**config.mk**
```make
export PLATFORM = sky130hd
export DESIGN_NAME = one_shot_timer_bank_flat
export DESIGN_NICKNAME = d
export VERILOG_FILES = /design/src/hw/rtl/ostb_pkg.sv /design/src/hw/rtl/ostb_in_if.sv /design/src/hw/rtl/ostb_out_if.sv /design/src/hw/rtl/ostb_entry_mem.sv /design/src/hw/rtl/one_shot_timer_bank.sv /design/src/flat_wrapper.sv
export SDC_FILE = /design/constraint.sdc
export NUM_CORES = 1
export LEC_CHECK = 0
export ABC_AREA = 1
export BUFFER_PORTS_ARGS = -buffer_cell sky130_fd_sc_hd__buf_2
export CORE_MARGIN = 2
export CORE_UTILIZATION = 35
export DETAILED_ROUTE_END_ITERATION = 8
export PLACE_DENSITY = 0.48
export REMOVE_ABC_BUFFERS = 1
export SYNTH_ARGS = -nofsm -noshare
export SYNTH_HDL_FRONTEND = slang
export SYNTH_HIERARCHICAL = 1
export SYNTH_SLANG_ARGS = --single-unit
```
**constraint.sdc**
```tcl
create_clock -name clk -period 3.75 [get_ports clk]
set_clock_uncertainty 0.2 [all_clocks]
set_input_delay 0.75 -clock clk [delete_from_list [all_inputs] [get_ports clk]]
set_output_delay 0.75 -clock clk [all_outputs]
set_load 0.05 [all_outputs]
```
**src/hw/rtl/ostb_pkg.sv**
```systemverilog
`timescale 1ns / 1ps
// ----------------------------------------------------------------------------
// ostb_pkg
// Types, codes and widths shared by the one-shot timer bank.
// ----------------------------------------------------------------------------
package ostb_pkg;

  localparam int FUNC_W     = 3;
  localparam int ID_W       = 4;
  localparam int PERIOD_W   = 16;
  localparam int COUNT_W    = 16;
  localparam int TSTATE_W   = 2;
  localparam int MASK_W     = 16;

  localparam int NUM_TIMERS_DEF = 16;

  localparam logic [FUNC_W-1:0] FUNC_CREATE = 3'd0;
  localparam logic [FUNC_W-1:0] FUNC_SET    = 3'd1;
  localparam logic [FUNC_W-1:0] FUNC_QUERY  = 3'd2;
  localparam logic [FUNC_W-1:0] FUNC_DELETE = 3'd3;
  localparam logic [FUNC_W-1:0] FUNC_RESET  = 3'd4;
  localparam logic [FUNC_W-1:0] FUNC_TICK   = 3'd5;

  localparam logic STATUS_OK   = 1'b0;
  localparam logic STATUS_FAIL = 1'b1;

  localparam logic [TSTATE_W-1:0] TSTATE_STOPPED = 2'd0;
  localparam logic [TSTATE_W-1:0] TSTATE_RUNNING = 2'd1;
  localparam logic [TSTATE_W-1:0] TSTATE_ABSENT  = 2'd2;

  typedef enum logic [1:0] {
    S_IDLE,
    S_SWEEP,
    S_DRAIN
  } ostb_state_t;

  typedef struct packed {
    logic elapsed;
    logic timeout;
  } ostb_mem_we_t;

endpackage

```
**src/hw/rtl/ostb_in_if.sv**
```systemverilog
`timescale 1ns / 1ps
// ----------------------------------------------------------------------------
// ostb_in_if
// Request channel of the timer bank: valid, ready and one operation item.
// ----------------------------------------------------------------------------
interface ostb_in_if;
  logic                         valid;
  logic                         ready;
  logic [ostb_pkg::FUNC_W-1:0]   func;
  logic [ostb_pkg::ID_W-1:0]     timer_id;
  logic [ostb_pkg::PERIOD_W-1:0] period;
  logic                         new_state;
  logic                         handler_present;

  modport source (
    output valid, func, timer_id, period, new_state, handler_present,
    input  ready
  );

  modport sink (
    input  valid, func, timer_id, period, new_state, handler_present,
    output ready
  );
endinterface

```
**src/hw/rtl/ostb_out_if.sv**
```systemverilog
`timescale 1ns / 1ps
// ----------------------------------------------------------------------------
// ostb_out_if
// Result channel of the timer bank: valid, ready and one result item.
// ----------------------------------------------------------------------------
interface ostb_out_if;
  logic                         valid;
  logic                         ready;
  logic                         status;
  logic [ostb_pkg::TSTATE_W-1:0] timer_state;
  logic [ostb_pkg::MASK_W-1:0]   expired_mask;

  modport source (
    output valid, status, timer_state, expired_mask,
    input  ready
  );

  modport sink (
    input  valid, status, timer_state, expired_mask,
    output ready
  );
endinterface

```
**src/hw/rtl/ostb_entry_mem.sv**
```systemverilog
`timescale 1ns / 1ps
// ----------------------------------------------------------------------------
// ostb_entry_mem
// Elapsed-count and period memories, one write port and one registered read.
// ----------------------------------------------------------------------------
module ostb_entry_mem #(
  parameter int DEPTH = ostb_pkg::NUM_TIMERS_DEF,
  parameter int AW    = 4
) (
  input  logic                          clk,
  input  ostb_pkg::ostb_mem_we_t        we,
  input  logic [AW-1:0]                 wr_addr,
  input  logic [ostb_pkg::COUNT_W-1:0]  elapsed_wdata,
  input  logic [ostb_pkg::PERIOD_W-1:0] timeout_wdata,
  input  logic [AW-1:0]                 rd_addr,
  output logic [ostb_pkg::COUNT_W-1:0]  elapsed_rdata,
  output logic [ostb_pkg::PERIOD_W-1:0] timeout_rdata
);
  import ostb_pkg::*;

  logic [COUNT_W-1:0]  elapsed_mem [DEPTH];
  logic [PERIOD_W-1:0] timeout_mem [DEPTH];
  logic [COUNT_W-1:0]  elapsed_rd_r;
  logic [PERIOD_W-1:0] timeout_rd_r;

  always_ff @(posedge clk) begin
    if (we.elapsed) begin
      elapsed_mem[wr_addr] <= elapsed_wdata;
    end
    if (we.timeout) begin
      timeout_mem[wr_addr] <= timeout_wdata;
    end
    elapsed_rd_r <= elapsed_mem[rd_addr];
    timeout_rd_r <= timeout_mem[rd_addr];
  end

  assign elapsed_rdata = elapsed_rd_r;
  assign timeout_rdata = timeout_rd_r;

endmodule

```
**src/hw/rtl/one_shot_timer_bank.sv**
```systemverilog
`timescale 1ns / 1ps
// ----------------------------------------------------------------------------
// one_shot_timer_bank
// Bank of one-shot timers: create, set state, query, delete, reset and tick.
// ----------------------------------------------------------------------------
//  channel  direction  handshake          payload
//  in_ch    in         valid / ready      func, timer_id, period, new_state,
//                                         handler_present
//  out_ch   out        valid / ready      status, timer_state, expired_mask
//
// Every operation but tick gives its result item in the cycle after it is
// accepted. A tick walks the count and period memories one entry per cycle
// through their single read port, and then gives its result item.
// Reset clears the present and running flags and the control state.
// The next item is taken while a result waits, as long as it leaves the
// output register in that same cycle; a stalled result holds its payload.
module one_shot_timer_bank #(
  parameter int NUM_TIMERS = ostb_pkg::NUM_TIMERS_DEF
) (
  input logic clk,
  input logic rst_n,
  ostb_in_if.sink    in_ch,
  ostb_out_if.source out_ch
);
  import ostb_pkg::*;

  localparam int IDX_W = (NUM_TIMERS > 1) ? $clog2(NUM_TIMERS) : 1;

  ostb_state_t state_r, state_nxt;

  logic [IDX_W-1:0]      cnt_r, cnt_nxt;
  logic                  proc_vld_r, proc_vld_nxt;
  logic [IDX_W-1:0]      proc_idx_r, proc_idx_nxt;
  logic [MASK_W-1:0]     mask_r, mask_nxt;
  logic [NUM_TIMERS-1:0] present_r, present_nxt;
  logic [NUM_TIMERS-1:0] running_r, running_nxt;

  logic                  out_valid_r, out_valid_nxt;
  logic                  out_status_r, out_status_nxt;
  logic [TSTATE_W-1:0]   out_tstate_r, out_tstate_nxt;
  logic [MASK_W-1:0]     out_mask_r, out_mask_nxt;

  logic                  in_ready;
  logic                  in_fire;
  logic                  id_ok;
  logic                  live;
  logic [IDX_W-1:0]      id_idx;

  ostb_mem_we_t          mem_we;
  logic [IDX_W-1:0]      mem_wr_addr;
  logic [COUNT_W-1:0]    mem_el_wdata;
  logic [PERIOD_W-1:0]   mem_to_wdata;
  logic [COUNT_W-1:0]    rd_elapsed;
  logic [PERIOD_W-1:0]   rd_timeout;
  logic [COUNT_W-1:0]    el_inc;
  logic [MASK_W-1:0]     hit_mask;

  logic                  op_status;
  logic [TSTATE_W-1:0]   op_tstate;

  ostb_entry_mem #(
    .DEPTH (NUM_TIMERS),
    .AW    (IDX_W)
  ) u_mem (
    .clk           (clk),
    .we            (mem_we),
    .wr_addr       (mem_wr_addr),
    .elapsed_wdata (mem_el_wdata),
    .timeout_wdata (mem_to_wdata),
    .rd_addr       (cnt_r),
    .elapsed_rdata (rd_elapsed),
    .timeout_rdata (rd_timeout)
  );

  assign in_ready     = (state_r == S_IDLE) && (!out_valid_r || out_ch.ready);
  assign in_ch.ready  = in_ready;
  assign in_fire      = in_ch.valid && in_ready;
  assign id_ok        = 32'(in_ch.timer_id) < NUM_TIMERS;
  assign id_idx       = IDX_W'(in_ch.timer_id);
  assign live         = id_ok && present_r[id_idx];
  assign el_inc       = rd_elapsed + COUNT_W'(1);

  always_comb begin
    state_nxt = state_r;
    case (state_r)
      S_IDLE: begin
        if (in_fire && in_ch.func == FUNC_TICK) begin
          state_nxt = S_SWEEP;
        end
      end
      S_SWEEP: begin
        if (cnt_r == IDX_W'(NUM_TIMERS - 1)) begin
          state_nxt = S_DRAIN;
        end
      end
      S_DRAIN: begin
        state_nxt = S_IDLE;
      end
      default: begin
        state_nxt = S_IDLE;
      end
    endcase
  end

  always_comb begin
    present_nxt  = present_r;
    running_nxt  = running_r;
    mem_we       = '0;
    mem_wr_addr  = id_idx;
    mem_el_wdata = '0;
    mem_to_wdata = in_ch.period;
    op_status    = STATUS_OK;
    op_tstate    = TSTATE_STOPPED;
    hit_mask     = '0;
    cnt_nxt      = cnt_r;
    proc_vld_nxt = 1'b0;
    proc_idx_nxt = proc_idx_r;
    mask_nxt     = mask_r;

    if (in_fire) begin
      case (in_ch.func)
        FUNC_CREATE: begin
          if (id_ok) begin
            running_nxt[id_idx] = in_ch.new_state;
            present_nxt[id_idx] = in_ch.handler_present;
            mem_we.elapsed      = 1'b1;
            mem_we.timeout      = 1'b1;
          end else begin
            op_status = STATUS_FAIL;
          end
        end
        FUNC_SET: begin
          if (live) begin
            running_nxt[id_idx] = in_ch.new_state;
          end else begin
            op_status = STATUS_FAIL;
          end
        end
        FUNC_QUERY: begin
          op_tstate = live ? {1'b0, running_r[id_idx]} : TSTATE_ABSENT;
        end
        FUNC_DELETE: begin
          if (live) begin
            running_nxt[id_idx] = 1'b0;
            present_nxt[id_idx] = 1'b0;
            mem_we.elapsed      = 1'b1;
          end else begin
            op_status = STATUS_FAIL;
          end
        end
        FUNC_RESET: begin
          if (live) begin
            running_nxt[id_idx] = in_ch.new_state;
            mem_we.elapsed      = 1'b1;
          end else begin
            op_status = STATUS_FAIL;
          end
        end
        FUNC_TICK: begin
          cnt_nxt  = '0;
          mask_nxt = '0;
        end
        default: begin
          op_status = STATUS_FAIL;
          op_tstate = TSTATE_ABSENT;
        end
      endcase
    end

    if (state_r == S_SWEEP) begin
      proc_vld_nxt = 1'b1;
      proc_idx_nxt = cnt_r;
      cnt_nxt      = cnt_r + IDX_W'(1);
    end

    // The read of an entry lands in the cycle after its address; write it back now.
    if (proc_vld_r && present_r[proc_idx_r] && running_r[proc_idx_r]) begin
      mem_we.elapsed = 1'b1;
      mem_wr_addr    = proc_idx_r;
      mem_el_wdata   = el_inc;
      if (el_inc >= rd_timeout) begin
        running_nxt[proc_idx_r] = 1'b0;
        hit_mask = MASK_W'(1) << proc_idx_r;
      end
    end
    mask_nxt = mask_nxt | hit_mask;
  end

  always_comb begin
    out_valid_nxt  = out_valid_r;
    out_status_nxt = out_status_r;
    out_tstate_nxt = out_tstate_r;
    out_mask_nxt   = out_mask_r;
    if (out_valid_r && out_ch.ready) begin
      out_valid_nxt = 1'b0;
    end
    if (in_fire && in_ch.func != FUNC_TICK) begin
      out_valid_nxt  = 1'b1;
      out_status_nxt = op_status;
      out_tstate_nxt = op_tstate;
      out_mask_nxt   = '0;
    end else if (state_r == S_DRAIN) begin
      out_valid_nxt  = 1'b1;
      out_status_nxt = STATUS_OK;
      out_tstate_nxt = TSTATE_STOPPED;
      out_mask_nxt   = mask_r | hit_mask;
    end
  end

  always_ff @(posedge clk) begin
    if (!rst_n) begin
      state_r     <= S_IDLE;
      cnt_r       <= '0;
      proc_vld_r  <= 1'b0;
      present_r   <= '0;
      running_r   <= '0;
      out_valid_r <= 1'b0;
    end else begin
      state_r     <= state_nxt;
      cnt_r       <= cnt_nxt;
      proc_vld_r  <= proc_vld_nxt;
      present_r   <= present_nxt;
      running_r   <= running_nxt;
      out_valid_r <= out_valid_nxt;
    end
  end

  always_ff @(posedge clk) begin
    proc_idx_r   <= proc_idx_nxt;
    mask_r       <= mask_nxt;
    out_status_r <= out_status_nxt;
    out_tstate_r <= out_tstate_nxt;
    out_mask_r   <= out_mask_nxt;
  end

  assign out_ch.valid        = out_valid_r;
  assign out_ch.status       = out_status_r;
  assign out_ch.timer_state  = out_tstate_r;
  assign out_ch.expired_mask = out_mask_r;

endmodule

```
**src/flat_wrapper.sv**
```systemverilog
// flat-port wrapper written by rule: the top's interface ports become plain ports
module one_shot_timer_bank_flat import ostb_pkg::*;
#(
  parameter int NUM_TIMERS = ostb_pkg::NUM_TIMERS_DEF
)
  (clk, rst_n, in_ch_valid, in_ch_func, in_ch_timer_id, in_ch_period, in_ch_new_state, in_ch_handler_present, in_ch_ready, out_ch_valid, out_ch_status, out_ch_timer_state, out_ch_expired_mask, out_ch_ready);
  ostb_in_if in_ch_i ();
  ostb_out_if out_ch_i ();
  input logic clk;
  input logic rst_n;
  input wire logic [$bits(in_ch_i.valid)-1:0] in_ch_valid;
  input wire logic [$bits(in_ch_i.func)-1:0] in_ch_func;
  input wire logic [$bits(in_ch_i.timer_id)-1:0] in_ch_timer_id;
  input wire logic [$bits(in_ch_i.period)-1:0] in_ch_period;
  input wire logic [$bits(in_ch_i.new_state)-1:0] in_ch_new_state;
  input wire logic [$bits(in_ch_i.handler_present)-1:0] in_ch_handler_present;
  output wire logic [$bits(in_ch_i.ready)-1:0] in_ch_ready;
  output wire logic [$bits(out_ch_i.valid)-1:0] out_ch_valid;
  output wire logic [$bits(out_ch_i.status)-1:0] out_ch_status;
  output wire logic [$bits(out_ch_i.timer_state)-1:0] out_ch_timer_state;
  output wire logic [$bits(out_ch_i.expired_mask)-1:0] out_ch_expired_mask;
  input wire logic [$bits(out_ch_i.ready)-1:0] out_ch_ready;
  assign in_ch_i.valid = in_ch_valid;
  assign in_ch_i.func = in_ch_func;
  assign in_ch_i.timer_id = in_ch_timer_id;
  assign in_ch_i.period = in_ch_period;
  assign in_ch_i.new_state = in_ch_new_state;
  assign in_ch_i.handler_present = in_ch_handler_present;
  assign in_ch_ready = in_ch_i.ready;
  assign out_ch_valid = out_ch_i.valid;
  assign out_ch_status = out_ch_i.status;
  assign out_ch_timer_state = out_ch_i.timer_state;
  assign out_ch_expired_mask = out_ch_i.expired_mask;
  assign out_ch_i.ready = out_ch_ready;
  one_shot_timer_bank #(.NUM_TIMERS(NUM_TIMERS)) u_core (.clk(clk), .rst_n(rst_n), .in_ch(in_ch_i), .out_ch(out_ch_i));
endmodule
```
After elaboration in Yosys (flattened, before gate mapping)
Memories as Yosys holds them, arrays and structs flattened. A register that Yosys moved wholly into a read port is not among the register bits.
Index checks and enable logic that the tools add are counted.

word-level totals
  memories kept = 2
  bits in latches = 0
  input port bits = 29
  register bits after elaboration = 79
  memory bits (writable) = 512
  output and inout port bits = 21
  word-level logic and storage cells = 123
  ROM bits = 0

cells by class
  eq/ne operators = 12
  $mul = 0
  divide/modulo/power cells = 0
  $lt $le $gt $ge = 5
  bitwise logic cells = 7
  reduce and logical (&&, ||, !) cells = 26
  shifts and indexed selects = 1
  add/subtract/negate cells = 2
  multiplexer cells = 57

memory list
  name                      depth  width  rd ports  clocked after Yosys merged registers in  write ports  line                  source
  u_core.u_mem.elapsed_mem  16     16     1         1                                        1            ostb_entry_mem.sv:21  logic [COUNT_W-1:0] elapsed_mem [DEPTH];
  u_core.u_mem.timeout_mem  16     16     1         1                                        1            ostb_entry_mem.sv:22  logic [PERIOD_W-1:0] timeout_mem [DEPTH];

operators by type and width
  operator                 count
  $mux W16                 11
  $and A16 B16 Y16         3
  $pmux W16 S3             1
  $bwmux W16               2
  $not A16 Y16             2
  $or A16 B16 Y16          2
  $pmux W16 S2             1
  $mux W1                  21
  $add A16 B1 Y16 const B  1
  $bmux W1 S4              4
  $ge A16 B16 Y1           1
  $mux W4                  4
  $shl A1 B4 Y16 const A   1
  $mux W2                  7
  $lt A4 B5 Y1 const B     2
  $logic_and A1 B1 Y1      9
  $demux W1 S4             2
  $ge A4 B1 Y1 const B     2
  $pmux W2 S2              2
  $reduce_bool A2 Y1       4
  $eq A3 B2 Y1 const B     2
  $eq A3 B3 Y1 const B     2
  $reduce_or A3 Y1         2
  $reduce_or A5 Y1         1
  17 further kinds         21

Longest topological paths before layout
Gate-level depths: netlist (run 1).

  depth after elaboration = 12
  gate-level depth with buffers = 22

Hierarchy
The synthesis (run 1) kept the hierarchy.

modules (own cells, without submodules)
  module               area each (um2)  cells each  times used
  ostb_entry_mem       22866.9          2154        1
  one_shot_timer_bank  5640.4           915         1

Least setup slack after synthesis (run 1)
Ideal clock, no wire load.

  path kind = input-to-reg
  start = input port out_ch_ready
  end = memory u_core.u_mem.elapsed_mem[11][0], enable pin
  data required time = 3.141 ns
  slack = -0.949 ns
  data arrival time = 4.090 ns
  stages = 9
  library setup time = 0.409 ns
  path through = nor2_1 > nor3_1 > nand2_1 > inv_1 > nand2_1 > o22ai_2 > or3_1 > inv_1 > nor3_1

RTL lines
  element          line                  source
  start, declared  flat_wrapper.sv:22    input wire logic [$bits(out_ch_i.ready)-1:0] out_ch_ready;
  end, declared    ostb_entry_mem.sv:21

Worst setup path after layout (run 1)
  start = register u_core.u_mem.elapsed_rd_r[0] (netlist: u_core/u_mem/elapsed_rdata[0]), read port of u_core.u_mem.elapsed_mem
  end = register u_core.running_r[9]

on the way
  cells in the longest elaborated chain, start to end = 4

RTL lines
  element               line                        source
  start, declared       ostb_entry_mem.sv:23        logic [COUNT_W-1:0] elapsed_rd_r;
  $add A16 B1 Y16       one_shot_timer_bank.sv:81   assign el_inc = rd_elapsed + COUNT_W'(1);
  $ge A16 B16 Y1        one_shot_timer_bank.sv:181  if (el_inc >= rd_timeout) begin
  $mux W16              one_shot_timer_bank.sv:181
  $mux W16              one_shot_timer_bank.sv:177  if (proc_vld_r && present_r[proc_idx_r] && running_r[proc_idx_r]) begin
  end signal, assigned  one_shot_timer_bank.sv:223  running_r <= running_nxt;
  end, declared         one_shot_timer_bank.sv:36   logic [NUM_TIMERS-1:0] running_r, running_nxt;

No other way between the ends.
A chain may end at the register's enable or synchronous reset.

==> impl_metrics.csv, run 1 <==
group,metric,value,unit
outcome,status,"complete, no violations",
timing,fin_crit,3.432,ns
global_routing,gr-usage-met3,0.02685,
drt,routed_wl,77550,um
drt,num_vias,20530,
cells_and_area,layout_commonest_cell,"nand2_1",
global_routing,antenna_found_initial,4,
clocking,cts_made_buffers,72,
cells_and_area,drive_above_1_share,0.1094,
global_routing,grt_usage,0.1864,
pwr,p_per_area,458.1,mW/mm^2
floorplan,core_area,0.08055,sq mm
clocking,clkTransAtPathRegs,0.06,ns
cells_and_area,final_cell_mix,"932 x nand2_1, 519 x edfxtp_1, 516 x inv_1, 436 x nand3_1, 148 x nor2_1",
synth,yosysWarnings,6,
timing,worst_pin_slew,1.183,ns
pwr,vdd_drop_max,0.3010,mV
floorplan,rows,104,
global_routing,grt.busiest_layer,"met2",
drt,wl_per_cell,18.12,um
worst_setup_path,cp.arrival,3.73,ns
floorplan,start_util,0.3539,
clocking,cts_tree,"built",
global_routing,grtUsageMet2,0.2949,
synth,synth-edff-count,519,
synth,synthesis.area_per_instance,9.289,sq um
worst_setup_path,cp-start-kind,"flip-flop",
timing,max_freq,291.4,MHz
clocking,clockBufferDepth,3,
timing,setup_viol,0,
drt,vias_per_cell,4.797,
floorplan,die_height,289.4,um
place,dp.cells,4146,
timing,whs,0.1793,ns
synth,ys_seq_area_frac,0.6197,
timing,fin_crit_sh,0.9151,
global_routing,use_met1,0.2643,
timing,slew_violations,0,
floorplan,die_w,289.4,um
timing,hold_viol,0,
hold_path,hold_depth,3,
worst_setup_path,worst_ep_required_time,4.04,ns
floorplan,die_area,0.08375,sq mm
cells_and_area,fin_nets,3208,
pwr,power.leakage,13.97,nW
clocking,cts_htree_levels,3,
global_routing,grt-ovfl-total,0,
place,gp_congestion,0.9048,
worst_setup_path,cp_max_fo,19,
flow_run,maxCapViolCount,0,
synth,netlist_instances,3069,
timing,slew_headroom,0.2106,
synth,yosys_register_bits,623,
clocking,clockRootBuffer,"clkbuf_16",
cells_and_area,area_growth,15.31,%
drt,drc,0,
global_routing,grt_max_degree,139,
global_routing,grt_pass1_wl,118300,um
place,io_buffer_count,49,
synth,synth_area,0.02851,sq mm
worst_setup_path,endpoint_kind,"flip-flop",
drt,first_iter_violations,1564,
clocking,insertion_delay,0.63,ns
floorplan,ios,50,
clocking,cts.sinks,623,
hold_path,min_path_type,"primary input to flip-flop",
cells_and_area,fin_cells,4279,
drt,ant_nets,0,
place,dp_slack,0.03823,ns
synth,async_flop_share,0,
timing,worst_slack,0.3183,ns
synth,synth.distinct_cells,44,
drt,dr.pass1.iters,5,
worst_setup_path,worst-setup-path-type,"flip-flop to flip-flop",
global_routing,first_global_vias,19550,
synth,ys.flop_type,"edfxtp_1",
worst_setup_path,reg2reg_depth,19,
place,hpwl,45080,um
==> through the flow <==
step,setup TNS [ns],power [mW],cell area [sq um],utilization
after CTS,0,15.23,32830,0.4076
after floorplan,-579.74,7.995,27580,-
final,0,15.06,32870,0.4081
after global routing,-0.01540,15.54,32870,0.4081
after global placement,0,8.196,30470,0.3783
after detailed placement,0,8.206,30470,0.3783
==> cell families (layout without fill, tap and decap cells) <==
| family | count (synthesis) | in the layout | share of synthesized area |
|---|---|---|---|
| compound gates | 143 | 143 | 0.02827 |
| xor+xnor | 8 | 8 | 0.002458 |
| fa+ha+maj | 18 | 18 | 0.007900 |
| buf+inv | 663 | 812 | 0.1016 |
| flops | 623 | 623 | 0.6197 |
| other cells | 0 | 1 | 0 |
| simple gates | 1614 | 1614 | 0.2401 |
==> cell type report <==
| type | count | area [sq um] |
|---|---|---|
| Clock buffer | 86 | 1874 |
| Sequential cell | 623 | 17680 |
| Multi-Input combinational cell | 1783 | 8083 |
| Fill cell | 7772 | 47680 |
| Inverter | 524 | 1979 |
| Timing Repair Buffer | 157 | 1444 |
| Clock inverter | 45 | 483.0 |
| Tap cell | 1060 | 1326 |
| Antenna cell | 1 | 2.502 |
==> layer usage <==
metal / vias to the layer above / part of all wire
met5: - / 0.00034
met4: 4 / 0.028
met3: 127 / 0.052
met2: 550 / 0.45
met1: 9816 / 0.47
li1: 10030 / -
==> cells in the mapped netlist (23+ instances only) <==
library cell  instances  area, sq um
nand3_1             436         2182
inv_1               518         1944
dfxtp_1             104         2082
nand2_1             932         3498
clkbuf_1             23        86.33
nor2_1              177        664.4
o21ai_0              65        325.3
buf_6                32        360.4
nor3_1               27        135.1
a21oi_1              45        225.2
edfxtp_1            519        15580
buf_2                58        290.3
==> path summary, 6_finish.rpt <==
| path | startpoint | slack (ns) | end |
|---|---|---|---|
| worst max-delay path | u_core/u_mem/elapsed_rdata[0] | 0.32 | u_core/running_r[9] |
| worst max register to register | u_core/u_mem/elapsed_rdata[0] | 0.32 | u_core/running_r[9] |
| worst min register to register | u_core/running_r[4] | 0.26 | u_core/running_r[4] |
| worst min-delay path | in_ch_handler_present | 0.18 | u_core/present_r[11] |
==> state kept, by name, indices dropped and copies added, names as in the netlist <==
register                    flops
u_core/out_ch.expired_mask     16
u_core/proc_idx_r               4
u_core/out_ch.timer_state       2
u_core/u_mem/timeout_rdata     16
u_core/u_mem/elapsed_mem      256
u_core/u_mem/elapsed_rdata     16
u_core/cnt_r                    4
u_core/out_ch.valid             1
u_core/present_r               16
u_core/state_r                  2
u_core/proc_vld_r               1
u_core/running_r               16
u_core/u_mem/timeout_mem      256
u_core/out_ch.status            1
u_core/mask_r                  16
==> worst max-delay path: stages (launching register included) <==
cell     delay, ns
dfxtp_1       0.39
ha_1          0.19
nand2_1       0.07
nor2_1        0.16
nand3_1       0.12
nor2_1        0.14
nand2_1       0.12
nor2_2        0.14
nand4_1       0.11
xor2_1        0.21
inv_1         0.07
ha_1          0.27
nand2_1       0.09
nor3_2        0.21
nand3_1       0.09
nand3_1       0.14
buf_12        0.16
nand2_1       0.12
o21ai_0       0.24
a21oi_1       0.06
==> power breakdown <==
| part | internal [mW] | leakage, nW | switching, mW |
|---|---|---|---|
| combinational | 0.162 | 6.79 | 0.403 |
| sequential | 7.48 | 6.05 | 0.0182 |
| clock | 4.10 | 1.14 | 2.90 |
| total | 11.7 | 14.0 | 3.32 |
==> repair_timing <==
action                     in CTS  in global routing
buffers inserted                0                  1
setup endpoints to repair       0                 40
hold buffers                    0                  0
gates resized for setup         0                 13
hold endpoints to repair        0                  0
No activity file was read; power rests on OpenSTA's default activity.
==> inputs of run 2 (changes only) <==
CORE_UTILIZATION = 31   (was 35)
PLACE_DENSITY = 0.44   (was 0.48)
RECOVER_POWER = 50   (was not set)
==> run 2 against run 1 <==
Compared with the run above: the flow now finishes with violations (max-capacitance violations, max-slew violations); maximum frequency fell by 0.21%; clock power rose by 4.7%; first-iteration DRC count fell by 8.0%; cell count rose by 2.5%; die area rose by 13%; flip-flop and latch count did not move; cell area fell by 0.14%; non-clock buffer count fell by 27; register-to-register slack improved by 0.02 ns; global-route usage fell by 1.6 points; largest cell class unchanged.
==> impl_metrics.csv, run 2 (synthesis gave the netlist of run 1 again) <==
group,metric,value,unit
floorplan,start_util,0.3119,
worst_setup_path,critical-path-slowest-cell,"clkbuf_1",
cells_and_area,final_area,0.03283,sq mm
drt,dr.pass1.iters,5,
global_routing,grt_max_degree,140,
drt,ant_nets,0,
clocking,cts_made_buffers,75,
global_routing,antenna_found_initial,3,
worst_setup_path,worst-setup-path-type,"primary input to flip-flop",
clocking,clockRootBuffer,"clkbuf_16",
worst_setup_path,worst_ep_required_time,3.89,ns
place,dp_slack,0.2652,ns
clocking,cts.sinks,623,
cells_and_area,area_growth,15.15,%
pwr,clockPowerShare,0.476,
worst_setup_path,path_cells,"clkbuf_1 > inv_1 > nand2_1 > nand2_1 > nand2_1 > nand2_1 > nand2_1 > nand2_1 > nor2_4 > o22ai_1 > or3_1 > inv_1 > buf_12 > nor2_1 > buf_4",
drt,vias_per_cell,4.662,
pwr,power.leakage,13.72,nW
floorplan,ios,50,
clocking,ctsHoldBuffers,0,
global_routing,first_global_vias,19990,
drt,wl_per_cell,18.16,um
worst_setup_path,cp-start-kind,"primary input",
drt,routed_wl,79620,um
cells_and_area,diodes,0,
worst_setup_path,cp_max_fo,16,
timing,whs,0.1753,ns
timing,setup_tns,0,ns
pwr,total_power,15.36,mW
timing,slew_headroom,-0.9483,
cells_and_area,layout_commonest_cell,"nand2_1",
drt,drc,0,
timing,worst_pin_slew,2.922,ns
timing,slew_violations,208,
place,hpwl,46060,um
hold_path,min_path_type,"primary input to flip-flop",
clocking,cts_tree,"built",
timing,max_freq,290.8,MHz
cells_and_area,fillers,9283,
cells_and_area,fin_nets,3184,
place,gp_congestion,0.8988,
pwr,p_seq_frac,0.489,
timing,worst_slack,0.3109,ns
floorplan,core_area,0.09139,sq mm
worst_setup_path,cp.arrival,3.58,ns
cells_and_area,final_cell_mix,"934 x nand2_1, 519 x edfxtp_1, 517 x inv_1, 436 x nand3_1, 152 x nor2_1",
pwr,p_per_area,468.0,mW/mm^2
timing,fin_crit_sh,0.9171,
clocking,insertion_delay,0.63,ns
floorplan,die_area,0.09440,sq mm
timing,fin_crit,3.439,ns
worst_setup_path,max_stage_delay,0.50,ns
clocking,clockBufferDepth,3,
cells_and_area,reg.largest.list,"u_core/u_mem/elapsed_mem x256, u_core/u_mem/timeout_mem x256",
pwr,p_int,12.00,mW
cells_and_area,drive_above_1_share,0.08565,
drt,num_vias,20440,
pwr,vdd_drop_max,0.3581,mV
pwr,combPwrFrac,0.035,
place,placed_cell_area,0.03047,sq mm
outcome,status,"finished with violations",
floorplan,die_height,307.2,um
pwr,switching_share,0.2187,
floorplan,die_w,307.2,um
global_routing,grt_usage,0.1706,
floorplan,rows,111,
outcome,violations,"max-capacitance violations, max-slew violations",
clocking,cts_htree_levels,3,
global_routing,grt-ovfl-total,0,
flow_run,maxCapViolCount,3,
drt,first_iter_violations,1439,
clocking,clkTransAtPathRegs,0.05,ns
timing,hold_viol,0,
worst_setup_path,crit_top_cell,"nand2_1",
pwr,power.switching,3.360,mW
timing,setup_viol,0,
global_routing,grt_pass1_wl,123000,um
place,io_buffer_count,49,
worst_setup_path,endpoint_kind,"flip-flop",
-- run 2: cell types whose count changed in the layout (fill, tap and decap cells not counted), moves of 11 or more --
cell,before,now
clkbuf_1,12,71
buf_4,77,32
buf_2,49,10
clkinv_1,18,4
clkbuf_8,2,13
-- run 2: critical path, delay by kind of cell --
family	cells	cell delay, ns
buf+inv	5	1.32
simple gates	9	1.33
compound gates	1	0.14
-- run 2: repair_timing --
item	CTS	global route
setup buffers	0	0
gates resized for setup	0	5
setup endpoints to repair	0	42
-- run 2: routing by layer --
| layer | global-route usage | vias up | share of wire |
|---|---|---|---|
| met5 | 0 | - | 0.00054 |
| met4 | 0.04719 | 6 | 0.024 |
| met3 | 0.02677 | 133 | 0.046 |
| met2 | 0.2689 | 502 | 0.45 |
| met1 | 0.2431 | 9817 | 0.48 |
| li1 | - | 9985 | - |
-- run 2: power groups by stage --
| stage | registers [mW] | logic [mW] | clock network [mW] |
|---|---|---|---|
| 5_1_grt | 7.51 | 0.615 | 7.77 |
| 3_5_place_dp | 7.65 | 0.551 | 0 |
| 4_1_cts | 7.50 | 0.553 | 7.51 |
| 2_1_floorplan | 7.67 | 0.321 | 0 |
| 6_report | 7.51 | 0.540 | 7.32 |
| 3_3_place_gp | 7.65 | 0.544 | 0 |
-- run 2: through the flow --
stage                     instances  utilization
after floorplan                2930            -
after global placement         4246       0.3335
after detailed placement       4246       0.3335
after CTS                      4385       0.3611
after global routing           4385       0.3592
final                          4385       0.3592
-- run 2: path summary, 6_finish.rpt --
path / startpoint / endpoint / slack (ns) / cells past startpoint
worst max register to register: u_core/u_mem/elapsed_rdata[0] / u_core/running_r[15] / 0.34 / 19
worst min-delay path: in_ch_handler_present / u_core/present_r[11] / 0.18 / 3
worst min register to register: u_core/mask_r[15] / u_core/mask_r[15] / 0.26 / 2
worst max-delay path: in_ch_timer_id[0] / u_core/u_mem/elapsed_mem[12][0] / 0.31 / 15
-- run 2: area by class of cell --
| type | instances | area (sq um) | share of cell area |
|---|---|---|---|
| flip-flops and latches | 623 | 17670 | 0.5383 |
| multi-input cells | 1783 | 8049 | 0.2452 |
| clock buffers | 106 | 2145 | 0.06533 |
| inverters | 524 | 1979 | 0.06030 |
| well taps | 1186 | 1484 | 0.04521 |
| repair buffers | 130 | 1121 | 0.03415 |
| clock inverters | 33 | 376.6 | 0.01147 |
